## src/rtl/dcsync_pkg.sv

```systemverilog
// Constants and shared types of the distributed clock PI synchronizer.
package dcsync_pkg;

  localparam logic [30:0] NS_PER_SEC    = 31'd1000000000;
  localparam logic [62:0] SYNC_SHIFT_NS = 63'd50000;
  localparam logic [29:0] P_DIVISOR     = 30'd100;
  localparam logic [29:0] I_DIVISOR     = 30'd20;
  localparam logic [29:0] CYCLE_RESET   = 30'd1000000;

  // Iteration counts of the serial divider, one quotient bit per cycle.
  localparam logic [5:0] STEPS_MOD = 6'd63;
  localparam logic [5:0] STEPS_P   = 6'd30;
  localparam logic [5:0] STEPS_I   = 6'd32;

  localparam logic signed [31:0] INTEG_MAX = 32'sh7FFFFFFF;
  localparam logic signed [31:0] INTEG_MIN = 32'sh80000000;

  // Configuration register indexes.
  localparam logic [1:0] REG_CYCLE_TIME = 2'd0;
  localparam logic [1:0] REG_START_SEC  = 2'd1;
  localparam logic [1:0] REG_START_NS   = 2'd2;

  typedef struct packed {
    logic       start;
    logic [5:0] steps;
  } div_ctl_t;

  typedef struct packed {
    logic go;
    logic load_sec;
    logic load_ns;
  } dl_cmd_t;

endpackage

```

## src/rtl/dc_clock_sync_pi_top.sv

```systemverilog
// Top level of the distributed clock PI synchronizer.
// Each transfer on the input channel carries one cycle's reference clock time in
// nanoseconds and yields one result: the advanced wake deadline, the wrapped phase
// error and the PI offset applied to the next period. The bit-serial divider first
// takes the remainder of the reference time by the cycle time; sign, wrap and
// integral handling follow, and then the proportional and integral quotients run
// side by side. The input is ready again in the same cycle that the result
// appears in the output register; a result that is still waiting to be taken
// when the next one is done holds that next one back.
// One item is worked on at a time; a finished result waits in the output register
// while the next item is taken.
// Configuration must be written only while the block is idle, which the block does not
// enforce; writing a start register also loads the matching part of the deadline.
module dc_clock_sync_pi_top
  import dcsync_pkg::*;
(
  input  logic               clk,
  input  logic               rst,
  input  logic               cfg_we,
  input  logic [1:0]         cfg_index,
  input  logic [31:0]        cfg_data,
  input  logic               in_valid,
  output logic               in_ready,
  input  logic [62:0]        dc_time,
  output logic               out_valid,
  input  logic               out_ready,
  output logic signed [27:0] offset_ns,
  output logic signed [30:0] phase_error_ns,
  output logic [31:0]        wake_seconds,
  output logic [29:0]        wake_nanoseconds
);

  typedef enum logic [2:0] {
    ST_IDLE, ST_MOD, ST_SIGN, ST_WRAP, ST_INTEG, ST_QSTART, ST_QWAIT, ST_FIN
  } state_t;

  state_t             state;
  logic [29:0]        period;
  logic               neg;
  logic signed [30:0] err;
  logic signed [31:0] integ;
  logic signed [27:0] applied_off;

  logic               in_xfer;
  logic [62:0]        mag;
  logic signed [31:0] step;
  logic [29:0]        abs_err;
  logic [31:0]        abs_integ;
  logic [27:0]        p_term;
  logic [27:0]        i_term;
  logic [27:0]        off_sum;

  div_ctl_t    ctl_a, ctl_b;
  logic [62:0] dvd_a, dvd_b;
  logic [29:0] dvs_a;
  logic        busy_a, busy_b;
  logic [62:0] quot_a, quot_b;
  logic [29:0] rem_a, rem_b;

  dl_cmd_t     dl_cmd;
  logic        dl_busy;
  logic [31:0] dl_seconds;
  logic [29:0] dl_nanoseconds;

  always_comb begin
    in_ready = state == ST_IDLE;
    in_xfer  = in_valid && in_ready;

    // Distance of the reference time from the sync point; the sign is kept apart.
    if (dc_time >= SYNC_SHIFT_NS) begin
      mag = dc_time - SYNC_SHIFT_NS;
    end else begin
      mag = SYNC_SHIFT_NS - dc_time;
    end

    step      = $signed({2'b0, period}) + 32'(applied_off);
    abs_err   = err[30] ? 30'(-err) : err[29:0];
    abs_integ = integ[31] ? 32'(-integ) : 32'(integ);

    // Quotient A serves the remainder first and the proportional term later.
    ctl_a.start = in_xfer || (state == ST_QSTART);
    ctl_a.steps = (state == ST_QSTART) ? STEPS_P : STEPS_MOD;
    dvd_a       = (state == ST_QSTART) ? {abs_err, 33'd0} : mag;
    dvs_a       = (state == ST_QSTART) ? P_DIVISOR : period;

    ctl_b.start = state == ST_QSTART;
    ctl_b.steps = STEPS_I;
    dvd_b       = {abs_integ, 31'd0};

    // Both quotients truncate toward zero; the offset negates each term.
    p_term  = err[30] ? quot_a[27:0] : -quot_a[27:0];
    i_term  = integ[31] ? quot_b[27:0] : -quot_b[27:0];
    off_sum = p_term + i_term;

    dl_cmd.go       = in_xfer;
    dl_cmd.load_sec = cfg_we && (cfg_index == REG_START_SEC);
    dl_cmd.load_ns  = cfg_we && (cfg_index == REG_START_NS);
  end

  dcsync_serdiv u_div_a (
    .clk      (clk),
    .rst      (rst),
    .ctl      (ctl_a),
    .dividend (dvd_a),
    .divisor  (dvs_a),
    .busy     (busy_a),
    .quot     (quot_a),
    .rem      (rem_a)
  );

  dcsync_serdiv u_div_b (
    .clk      (clk),
    .rst      (rst),
    .ctl      (ctl_b),
    .dividend (dvd_b),
    .divisor  (I_DIVISOR),
    .busy     (busy_b),
    .quot     (quot_b),
    .rem      (rem_b)
  );

  dcsync_deadline u_deadline (
    .clk         (clk),
    .rst         (rst),
    .cmd         (dl_cmd),
    .step        (step),
    .cfg_data    (cfg_data),
    .busy        (dl_busy),
    .seconds     (dl_seconds),
    .nanoseconds (dl_nanoseconds)
  );

  always_ff @(posedge clk) begin
    if (rst) begin
      state       <= ST_IDLE;
      out_valid   <= 1'b0;
      period      <= CYCLE_RESET;
      integ       <= '0;
      applied_off <= '0;
    end else begin
      if (cfg_we && (cfg_index == REG_CYCLE_TIME)) begin
        period <= cfg_data[29:0];
      end
      if (out_valid && out_ready && (state != ST_FIN)) begin
        out_valid <= 1'b0;
      end
      case (state)
        ST_IDLE: begin
          if (in_xfer) begin
            neg   <= dc_time < SYNC_SHIFT_NS;
            state <= ST_MOD;
          end
        end
        ST_MOD: begin
          if (!busy_a) begin
            state <= ST_SIGN;
          end
        end
        ST_SIGN: begin
          // A zero cycle time leaves the remainder undefined; the error is then zero.
          if (period == '0) begin
            err <= '0;
          end else if (neg) begin
            err <= -$signed({1'b0, rem_a});
          end else begin
            err <= $signed({1'b0, rem_a});
          end
          state <= ST_WRAP;
        end
        ST_WRAP: begin
          if (err > $signed({2'b0, period[29:1]})) begin
            err <= err - $signed({1'b0, period});
          end
          state <= ST_INTEG;
        end
        ST_INTEG: begin
          if (err > 31'sd0 && integ != INTEG_MAX) begin
            integ <= integ + 32'sd1;
          end else if (err < 31'sd0 && integ != INTEG_MIN) begin
            integ <= integ - 32'sd1;
          end
          state <= ST_QSTART;
        end
        ST_QSTART: begin
          state <= ST_QWAIT;
        end
        ST_QWAIT: begin
          if (!busy_a && !busy_b && !dl_busy) begin
            state <= ST_FIN;
          end
        end
        ST_FIN: begin
          if (!out_valid || out_ready) begin
            out_valid        <= 1'b1;
            offset_ns        <= $signed(off_sum);
            phase_error_ns   <= err;
            wake_seconds     <= dl_seconds;
            wake_nanoseconds <= dl_nanoseconds;
            applied_off      <= $signed(off_sum);
            state            <= ST_IDLE;
          end
        end
        default: state <= ST_IDLE;
      endcase
    end
  end

endmodule

```

## src/rtl/dcsync_serdiv.sv

```systemverilog
// Bit-serial restoring divider: one quotient bit per cycle, left-aligned dividend.
module dcsync_serdiv
  import dcsync_pkg::*;
(
  input  logic        clk,
  input  logic        rst,
  input  div_ctl_t    ctl,
  input  logic [62:0] dividend,
  input  logic [29:0] divisor,
  output logic        busy,
  output logic [62:0] quot,
  output logic [29:0] rem
);

  logic [5:0]  cnt;
  logic [29:0] dvs;
  logic [30:0] trial;
  logic        fits;

  // The dividend shifts out at the top while quotient bits enter at the bottom.
  always_comb begin
    trial = {rem, quot[62]};
    fits  = trial >= {1'b0, dvs};
  end

  always_ff @(posedge clk) begin
    if (rst) begin
      busy <= 1'b0;
      cnt  <= '0;
    end else if (ctl.start) begin
      busy <= 1'b1;
      cnt  <= ctl.steps;
      quot <= dividend;
      rem  <= '0;
      dvs  <= divisor;
    end else if (busy) begin
      quot <= {quot[61:0], fits};
      rem  <= fits ? 30'(trial - {1'b0, dvs}) : trial[29:0];
      cnt  <= cnt - 6'd1;
      if (cnt == 6'd1) begin
        busy <= 1'b0;
      end
    end
  end

endmodule

```

## src/rtl/dcsync_deadline.sv

```systemverilog
// Wake deadline register pair with a short sequencer that advances and normalizes it.
module dcsync_deadline
  import dcsync_pkg::*;
(
  input  logic               clk,
  input  logic               rst,
  input  dl_cmd_t            cmd,
  input  logic signed [31:0] step,
  input  logic [31:0]        cfg_data,
  output logic               busy,
  output logic [31:0]        seconds,
  output logic [29:0]        nanoseconds
);

  typedef enum logic [1:0] {DL_IDLE, DL_ADD, DL_NORM1, DL_NORM2} dl_state_t;

  dl_state_t   state;
  logic [30:0] ns;
  logic [29:0] rem;
  logic [30:0] clamped;

  always_comb begin
    clamped     = step[31] ? '0 : step[30:0];
    busy        = state != DL_IDLE;
    nanoseconds = ns[29:0];
  end

  always_ff @(posedge clk) begin
    if (rst) begin
      state   <= DL_IDLE;
      seconds <= '0;
      ns      <= '0;
    end else begin
      case (state)
        DL_IDLE: begin
          if (cmd.go) begin
            // Whole seconds of the step first; the step is below two seconds.
            if (clamped >= NS_PER_SEC) begin
              seconds <= seconds + 32'd1;
              rem     <= 30'(clamped - NS_PER_SEC);
            end else begin
              rem <= clamped[29:0];
            end
            state <= DL_ADD;
          end else begin
            if (cmd.load_sec) begin
              seconds <= cfg_data;
            end
            if (cmd.load_ns) begin
              ns <= {1'b0, cfg_data[29:0]};
            end
          end
        end
        DL_ADD: begin
          ns    <= ns + {1'b0, rem};
          state <= DL_NORM1;
        end
        DL_NORM1, DL_NORM2: begin
          // The sum stays below three seconds, so two folds normalize it.
          if (ns >= NS_PER_SEC) begin
            ns      <= ns - NS_PER_SEC;
            seconds <= seconds + 32'd1;
          end
          state <= (state == DL_NORM1) ? DL_NORM2 : DL_IDLE;
        end
        default: state <= DL_IDLE;
      endcase
    end
  end

endmodule

```

## config.mk

```make
export PLATFORM = sky130hd
export DESIGN_NAME = dc_clock_sync_pi_top
export DESIGN_NICKNAME = d
export VERILOG_FILES = /design/src/rtl/dcsync_pkg.sv /design/src/rtl/dc_clock_sync_pi_top.sv /design/src/rtl/dcsync_serdiv.sv /design/src/rtl/dcsync_deadline.sv
export SDC_FILE = /design/constraint.sdc
export NUM_CORES = 2
export LEC_CHECK = 0
export BUFFER_PORTS_ARGS = -buffer_cell sky130_fd_sc_hd__buf_2
export CAP_MARGIN = 20
export CORE_UTILIZATION = 56
export CTS_CLUSTER_DIAMETER = 30
export DETAILED_ROUTE_END_ITERATION = 6
export GPL_TIMING_DRIVEN = 0
export MAX_ROUTING_LAYER = met4
export PLACE_DENSITY = 0.73
export SLEW_MARGIN = 20
export SYNTH_ARGS = -nofsm -noshare
export SYNTH_HDL_FRONTEND = slang
export SYNTH_HIERARCHICAL = 1
export SYNTH_SLANG_ARGS = --single-unit
```

## constraint.sdc

```tcl
create_clock -name clk -period 11.25 [get_ports clk]
set_input_delay 2.25 -clock clk [delete_from_list [all_inputs] [get_ports clk]]
set_output_delay 2.25 -clock clk [all_outputs]
set_load 0.1 [all_outputs]
```

==> flow_metrics.py <==
metrics = {
    "critical_path": {
        "critical_path.cell_chain": "ha_1 > nand3_1 > nor2_1 > a21boi_0 > a21oi_1 > nor2_1 > a21oi_1 > o311ai_0 > a21oi_1 > xnor2_1 > inv_1 > clkbuf_1 > nand2_1 > ha_1 > nand2b_1 > a21oi_1 > o2111ai_1 > a21oi_1 > o311a_1 > o2bb2ai_1 > clkbuf_1 > nor2_1 > o221a_2",
        "r2r_end": "u_deadline/seconds[0]$_SDFFE_PP0P_",
        "critPathMostFrequentCell": "a21oi_1",
        "reg2reg_slack_ns": 3.88,
        "critPathKind": "reg -> reg",
        "reg2reg_depth": 23,
        "slowest_delay_ns": 0.77,
        "r2r-start": "period[10]$_SDFFE_PP0P_",
        "cp.required_ns": 11.85,
        "cp-end-kind": "register",
        "slowest_stage": "o2bb2ai_1",
        "crit_fanout": 10,
        "start_kind": "register",
        "arrival_ns": 7.97,
    },
    "finish": {
        "nFillCells": 5960,
        "area_growth_pct": 19.66,
        "fin_area_um2": 50390,
        "utilization": 0.6769,
        "num-nets-final": 5406,
        "layout-drive-gt1-share": 0.1514,
    },
    "grt": {
        "grt_max_degree": 30,
        "grt_pass1_wl_um": 206700,
        "antenna_found_initial": 4,
        "grt_util_all_layers": 0.3569,
        "grt_pass1_vias": 35960,
        "grt.overflow.total": 0,
    },
    "synthesis": {
        "synth_cell_types": 101,
        "yosysMostFrequentCell": "edfxtp_1",
        "synth.largest_area_cell": "edfxtp_1",
        "synth_seq_cells": 602,
        "synthArstFlopShare": 0,
        "synth.top_cell.area_share": 0.3059,
        "yosysWarnings": 6,
        "synth_area_leaders": "edfxtp_1 (31%), dfxtp_1 (8.2%), ha_1 (7.8%), xnor2_1 (4.9%), a21oi_1 (4.6%)",
        "synth-edff-count": 429,
        "syn-cell-area_um2": 42110,
        "syn_inst": 4570,
        "ys_seq_area_frac": 0.3882,
        "ys.flop_type": "edfxtp_1",
        "synth.avg_cell_area_um2": 9.215,
        "synth_common_cells": "edfxtp_1 (429), nor2_1 (420), nand2_1 (415)",
    },
    "place": {
        "gp_congestion": 0.9827,
        "place_ws_ns": 4.208,
        "placed_area_um2": 45210,
        "dp_hpwl_um": 101000,
        "port-buffer-count": 224,
    },
    "clock_tree": {
        "path_clk_slew_ns": 0.05,
        "cts-hold-fix-buffers": 0,
        "clk_latency_ns": 0.73,
        "post-cts-setup-buffers": 0,
        "cts_num_sinks": 602,
        "cts_resized": 0,
        "clock_path_buffers": 3,
        "cts_buffers": 145,
        "htree_levels": 4,
        "cts_tree": "yes",
        "root_buffer": "clkbuf_16",
    },
    "routing": {
        "drt_pre_antenna_iters": 6,
        "num_vias": 38040,
        "wl_per_cell_um": 21.88,
        "detail-route-antenna-nets": 0,
        "via_per_inst": 6.202,
        "detail_route.iter0.violations": 3994,
        "finalWirelength_um": 134200,
        "drc": 0,
    },
    "timing": {
        "worst_slack_ns": 3.881,
        "slew_headroom": 0.2874,
        "fin_crit_ns": 7.369,
        "rsz0062_at_grt": "no",
        "setup_viol": 0,
        "timing.hold.ws_ns": 0.4381,
        "clock.fmax_mhz": 135.7,
        "drv_slew": 0,
        "worstMarginPinSlew_ns": 1.069,
        "tns_ns": 0,
        "finalHoldViolCount": 0,
        "finClkSkew_ns": 0.02604,
        "timing.final.crit_share": 0.6550,
    },
    "floorplan": {
        "io_pins": 225,
        "row_count": 100,
        "initial_core_util": 0.5657,
        "fp.coreArea_um2": 74450,
        "die_width_um": 276.2,
        "die_area_um2": 76300,
        "die_h_um": 276.2,
    },
    "power": {
        "p_leak_nw": 19.90,
        "p_per_area_nw_per_um2": 234.7,
        "ir_drop_v": 0.0001359,
    },
    "outcome": {
        "outcome": "complete, no violations",
    },
    "hold_path": {
        "hold_path_end": "wake_seconds[24]$_DFFE_PP_",
        "min_from": "u_deadline/seconds[24]$_SDFFE_PP0P_",
        "hold_depth": 0,
        "hp-class": "reg -> reg",
    },
    "run": {
        "max-cap-violations": 0,
    },
}
-- layer usage --
layer | vias to the layer above | GRT usage | part of all wire | wire (um)
li1 | 17770 | - | - | -
met4 | 0 | 0.1781 | 0.048 | 6443
met3 | 328 | 0.06380 | 0.089 | 11900
met5 | - | - | 0 | 0
met2 | 1791 | 0.5154 | 0.43 | 58050
met1 | 18150 | 0.4814 | 0.43 | 57820
-- logic make-up after synthesis --
group / after synthesis / share of synthesized area
AOI/OAI and AO/OA: 1249 / 0.1903
xor gates and xnor gates: 392 / 0.08153
adders and majority gates: 270 / 0.08147
buffers and inverters: 429 / 0.04445
DFF: 602 / 0.3882
muxes: 181 / 0.04694
other: 2 / 0.0001783
and+or+nand+nor: 1445 / 0.1670
-- worst max-delay path, delay by kind of cell (launching register included) --
kind	cells	cell delay (ns)
adders and majority gates	2	0.60
DFF	1	0.38
AOI/OAI and AO/OA	11	3.62
and+or+nand+nor	6	0.99
xor gates and xnor gates	1	0.59
buffers and inverters	3	1.06
-- final cells by class --
class / instances / area, um^2 / area share
clock buffer: 168 / 3809 / 0.07558
inverter: 205 / 769.5 / 0.01527
timing repair buffer: 248 / 1553 / 0.03081
multi-input combinational: 3608 / 24230 / 0.4808
tap: 969 / 1212 / 0.02406
antenna: 5 / 12.51 / 0.0002483
clock inverter: 104 / 1359 / 0.02696
sequential: 602 / 16350 / 0.3244
buffer: 224 / 1105 / 0.02192
-- registers in the layout (all words and copies together), names as in the netlist, 30 cells and up --
name	count
u_deadline/seconds	32
err	31
phase_error_ns	31
wake_seconds	32
u_div_a/dvs	30
u_div_a/rem	30
u_deadline/rem	30
wake_nanoseconds	30
integ	32
u_div_b/quot	63
period	30
u_div_a/quot	63
u_div_b/dvs	30
u_div_b/rem	30
u_deadline/ns	31
-- placed cells by master, fill, tap and decap left out, types with 173 or more instances in the layout --
cell	instances
a21oi_1	387
buf_2	235
clkbuf_1	174
dfxtp_1	173
edfxtp_1	429
ha_1	263
inv_1	202
nand2_1	415
nor2_1	417
o21ai_0	234
xnor2_1	238
-- through the flow --
step / std cells / power (mW)
final: 6133 / 11.83
after CTS: 6128 / 11.74
after global placement: 5832 / 7.228
after detailed placement: 5856 / 7.294
after global routing: 6130 / 12.36
after floorplan: 4639 / 6.065
-- how the worst max path moves through the flow --
stage	startpoint	to	slack, ns
5_1_grt	period[10]$_SDFFE_PP0P_	u_deadline/seconds[0]$_SDFFE_PP0P_	3.31
3_5_place_dp	period[10]$_SDFFE_PP0P_	u_deadline/seconds[0]$_SDFFE_PP0P_	4.21
4_1_cts	period[10]$_SDFFE_PP0P_	u_deadline/seconds[0]$_SDFFE_PP0P_	4.12
6_report	period[10]$_SDFFE_PP0P_	u_deadline/seconds[0]$_SDFFE_PP0P_	3.88
2_1_floorplan	out_ready	offset_ns[0]$_DFFE_PP_	2.87
3_3_place_gp	out_ready	wake_nanoseconds[15]$_DFFE_PP_	-0.28
-- report_power, final --
group	switching, mW	internal [mW]
Combinational	2.56	1.59
Sequential	0.427	2.86
Clock	1.44	2.95
Total	4.43	7.39
(Power assumes the default switching activity.)
